===== config.mk =====
export PLATFORM = sky130hd
export DESIGN_NAME = cwfir_ctrl
export DESIGN_NICKNAME = d
export VERILOG_FILES = /design/src/rtl/cwfir_pkg.sv /design/src/rtl/cwfir_ctrl.sv
export SDC_FILE = /design/constraint.sdc
export NUM_CORES = 1
export LEC_CHECK = 0
export BUFFER_PORTS_ARGS = -buffer_cell sky130_fd_sc_hd__buf_4
export CORE_AREA = 3 3 40 42
export DETAILED_ROUTE_END_ITERATION = 10
export DIE_AREA = 0 0 43 45
export GPL_TIMING_DRIVEN = 0
export SLEW_MARGIN = 20
export SYNTH_ARGS = -nofsm -noshare
export SYNTH_HDL_FRONTEND = slang
export SYNTH_SLANG_ARGS = --single-unit

===== constraint.sdc =====
create_clock -name clk -period 4.01 [get_ports clk]
set_input_delay 0.2005 -clock clk [delete_from_list [all_inputs] [get_ports clk]]
set_output_delay 0.2005 -clock clk [all_outputs]
set_load 0.05 [all_outputs]

===== src/rtl/cwfir_pkg.sv =====
// ----------------------------------------------------------------------------
// cwfir_pkg: shared types and constants
// Field widths, codes and the controller/datapath command and status bundles
// of the circular window fir filter.
// ----------------------------------------------------------------------------
`default_nettype none

package cwfir_pkg;

  // field widths
  localparam int IDX_W  = 10;
  localparam int SMP_W  = 32;
  localparam int COEF_W = 18;
  localparam int FW_W   = 7;
  localparam int LEN_W  = 11;
  localparam int CFG_W  = 11;
  localparam int ACC_W  = 64;
  localparam int PROD_W = SMP_W + COEF_W;

  // default sizes of the stores
  localparam int MAX_LEN_DEF  = 1024;
  localparam int MAX_TAPS_DEF = 64;

  // reset values of the configuration registers
  localparam logic [FW_W-1:0]  FILTER_WIDTH_RST  = FW_W'(3);
  localparam logic [LEN_W-1:0] SERIES_LENGTH_RST = LEN_W'(1024);

  // request opcodes
  localparam logic [1:0] OP_LOAD_COEF   = 2'd0;
  localparam logic [1:0] OP_LOAD_SAMPLE = 2'd1;
  localparam logic [1:0] OP_READ_POINT  = 2'd2;

  // configuration register indexes
  localparam logic REG_FILTER_WIDTH  = 1'b0;
  localparam logic REG_SERIES_LENGTH = 1'b1;

  // controller to datapath
  typedef struct packed {
    logic wr_coef;     // store coefficient of the accepted request
    logic wr_sample;   // store sample of the accepted request
    logic start;       // latch read index, prime remainder unit, clear acc
    logic rem_step;    // one bit of both remainders
    logic calc_base;   // first sample position, tap counter to zero
    logic issue;       // read one tap and advance position
    logic load_out;    // round, saturate and load output register
  } cmd_t;

  // datapath to controller
  typedef struct packed {
    logic rem_last;    // last remainder bit this cycle
    logic taps_zero;   // no taps to apply
    logic last_tap;    // last tap issued this cycle
    logic pipe_busy;   // products still in flight
    logic out_busy;    // output register holds an untaken result
  } status_t;

endpackage

`default_nettype wire


===== src/rtl/cwfir_ctrl.sv =====
// ----------------------------------------------------------------------------
// cwfir_ctrl: request sequencer
// Steps a read request through remainder, base, tap issue, drain and output.
// ----------------------------------------------------------------------------
`default_nettype none

module cwfir_ctrl (
  input  wire logic               clk,
  input  wire logic               rst,
  input  wire logic               in_valid,
  output logic                    in_ready,
  input  wire logic [1:0]         opcode,
  input  wire cwfir_pkg::status_t sts,
  output cwfir_pkg::cmd_t         cmd
);
  import cwfir_pkg::*;

  typedef enum logic [5:0] {
    S_IDLE  = 6'b000001,
    S_REM   = 6'b000010,
    S_BASE  = 6'b000100,
    S_MAC   = 6'b001000,
    S_DRAIN = 6'b010000,
    S_DONE  = 6'b100000
  } state_t;

  state_t state, state_next;
  logic   accept;

  assign in_ready = (state == S_IDLE);
  assign accept   = in_valid && in_ready;

  always_comb begin
    state_next    = state;
    cmd           = '0;
    cmd.wr_coef   = accept && (opcode == OP_LOAD_COEF);
    cmd.wr_sample = accept && (opcode == OP_LOAD_SAMPLE);
    unique case (state)
      S_IDLE: begin
        if (accept && (opcode == OP_READ_POINT)) begin
          cmd.start  = 1'b1;
          state_next = S_REM;
        end
      end
      S_REM: begin
        cmd.rem_step = 1'b1;
        if (sts.rem_last) begin
          state_next = S_BASE;
        end
      end
      S_BASE: begin
        cmd.calc_base = 1'b1;
        state_next    = sts.taps_zero ? S_DRAIN : S_MAC;
      end
      S_MAC: begin
        cmd.issue = 1'b1;
        if (sts.last_tap) begin
          state_next = S_DRAIN;
        end
      end
      S_DRAIN: begin
        if (!sts.pipe_busy) begin
          state_next = S_DONE;
        end
      end
      S_DONE: begin
        if (!sts.out_busy) begin
          cmd.load_out = 1'b1;
          state_next   = S_IDLE;
        end
      end
      default: begin
        state_next = S_IDLE;
      end
    endcase
  end

  always_ff @(posedge clk) begin
    if (rst) begin
      state <= S_IDLE;
    end else begin
      state <= state_next;
    end
  end

endmodule

`default_nettype wire


==> flow_summary.toml <==
[status]
outcome = "complete, no violations"

[yosys]
synth_top_cell_by_area = "dfxtp_1"
yosysTopAreaCellShare = 0.298
ys_seq_area_frac = 0.298
ys_warn_count = 0
synth_seq_cells = 6
synthCells = 49
syn_area_um2 = 403
synth_area_leaders = "dfxtp_1, nand3b_1, nor2_1, a21oi_1, and4b_1"
synth_ff_type = "dfxtp_1"
ys_types = 23
syn-num-nets = 59
avgSynthCellArea_um2 = 8.22
async_flop_share = 0
synth_edf_count = 0

[cells_and_area]
nNetsFinal = 81
final_cell_mix = "buf_4, nor2_1, dfxtp_1"
top_register = "state"
top_regs = "state: 6 flops"
fin_util = 0.445
final_common_cell = "buf_4"
largest_reg_flops = 6
drive_gt1_frac = 0.362
area.growth.synth_to_final_pct = 41.9
num_antenna_cells = 0

[power_and_ir_drop]
total_power_w = 0.000158
leakagePower_nw = 0.263
ir_worst_vdd_mv = 0.161
p_int_w = 0.000111
combPwrFrac = 0.244
p_clk_frac = 0.352
p_sw_w = 0.0000464
p_seq_frac = 0.404
swShare = 0.295
powerDensity_nw_per_um2 = 276

[clocking]
cts_max_level = 1
clock_latency_ns = 0.24
cts_setup_buffers = 0
clock-root-buffer = "clkbuf_4"
cts_tree = "done"
ctsResizeCount = 0
cts_buffer_depth = 2
cts_num_sinks = 6
clk_pin_slew_ns = 0.04
cts_made_buffers = 3
cts-hold-fix-buffers = 0

[timing]
hold_viol = 0
whs_ns = 0.164
fmax_ghz = 0.506
period_share = 0.493
maxSlewViolCount = 0
rsz0062_at_grt = "false"
tns_ns = 0
setup_viol = 0
fin_crit_ns = 1.98
postLayoutSetupSlackWorst_ns = 2.03
clock_skew_ns = 0.00664
maxSlewHeadroom = 0.635
worst_pin_slew_ns = 0.542

[global_routing]
grt-ovfl-total = 0
grt_max_degree = 8
grt_pass1_wl_mm = 1.66
antenna_found_initial = 0
grt_usage = 0.120
grt_pass1_vias = 378

[die]
start_util = 0.314
dieHeight_um = 45
fp.coreArea_um2 = 1280
io_pins = 18
die_area_um2 = 1940
die_w_um = 43
row_count = 13

[hold_path]
hold_class = "in2reg"

[placed_design]
numPortBuffers = 17
place_ws_ns = 2.26
place.gp.congestion = 0.729
hpwlAfterDp_um = 890

[drt]
wire_per_inst_um = 13.3
first_pass_iters = 4
viasPerCell = 5.60
ant_nets = 0
vias = 470
drtIter0Drc = 9
drc = 0
routed_wl_mm = 1.12

[worst_setup_path]
cp.arrival_ns = 1.78
critical_path_class = "reg2out"
startpoint_type = "flip-flop"
cpPeakStageDelay_ns = 0.43
required_ns = 3.81
rrSetupSlack_ns = 2.37
critical_path_buf_inv_count = 2
path_max_fanout = 6
cp_cell_sequence = "nor4_1 > nand3b_1 > inv_1 > and4b_1 > buf_4"
cp-end-kind = "primary output"
slowest_stage = "nor4_1"
cp_top_family = "simple AND/OR/NAND/NOR gates"

[run]
maxCapViolations = 0
-- power by group through the flow --
stage          clock network [W]  registers [W]   logic, W
5_1_grt                0.0000602      0.0000640  0.0000410
3_3_place_gp                   0      0.0000646  0.0000385
6_report               0.0000555      0.0000636  0.0000384
2_1_floorplan                  0      0.0000641  0.0000235
3_5_place_dp                   0      0.0000647  0.0000384
4_1_cts                0.0000570      0.0000636  0.0000385
-- final timing paths --
check,start,end,depth (start not counted)
max,state[3],cmd[5],5
min,rst,state[5],2
max reg2reg,state[3],state[1],4
min reg2reg,state[1],state[1],2
-- Yosys cell counts (all sizes together), types with 2 or more instances --
library cell	n
nand2	2
nand3b	5
a21oi	4
dfxtp	6
nand3	2
nor4	2
nand2b	2
inv	4
and4b	2
nor2	7
-- cell families after synthesis --
group,share of synthesized area
buf+inv,0.0373
compound gates,0.205
simple gates,0.460
flops,0.298
-- routing by layer --
| metal | share of wire | up-vias | global-route usage | wire [µm] |
|---|---|---|---|---|
| li1 | - | 233 | - | - |
| met1 | 0.44 | 219 | 0.150 | 489 |
| met2 | 0.49 | 16 | 0.180 | 550 |
| met3 | 0.054 | 2 | 0.0398 | 60 |
| met4 | 0.013 | 0 | 0.0723 | 14 |
| met5 | 0 | - | 0 | 0 |
-- area by class of cell --
class	instances	area (µm²)
Clock buffer	3	22.5
Fill cell	136	713
Inverter	4	15.0
Multi-Input combinational cell	39	268
Sequential cell	6	120
Tap cell	15	18.8
Timing Repair Buffer	17	128
-- stage by stage --
step	area [µm²]	std cells
6_report	572	84
2_1_floorplan	403	49
3_5_place_dp	549	81
4_1_cts	572	84
5_1_grt	572	84
3_3_place_gp	549	81
Note: power is estimated with default switching activity, not from simulation.
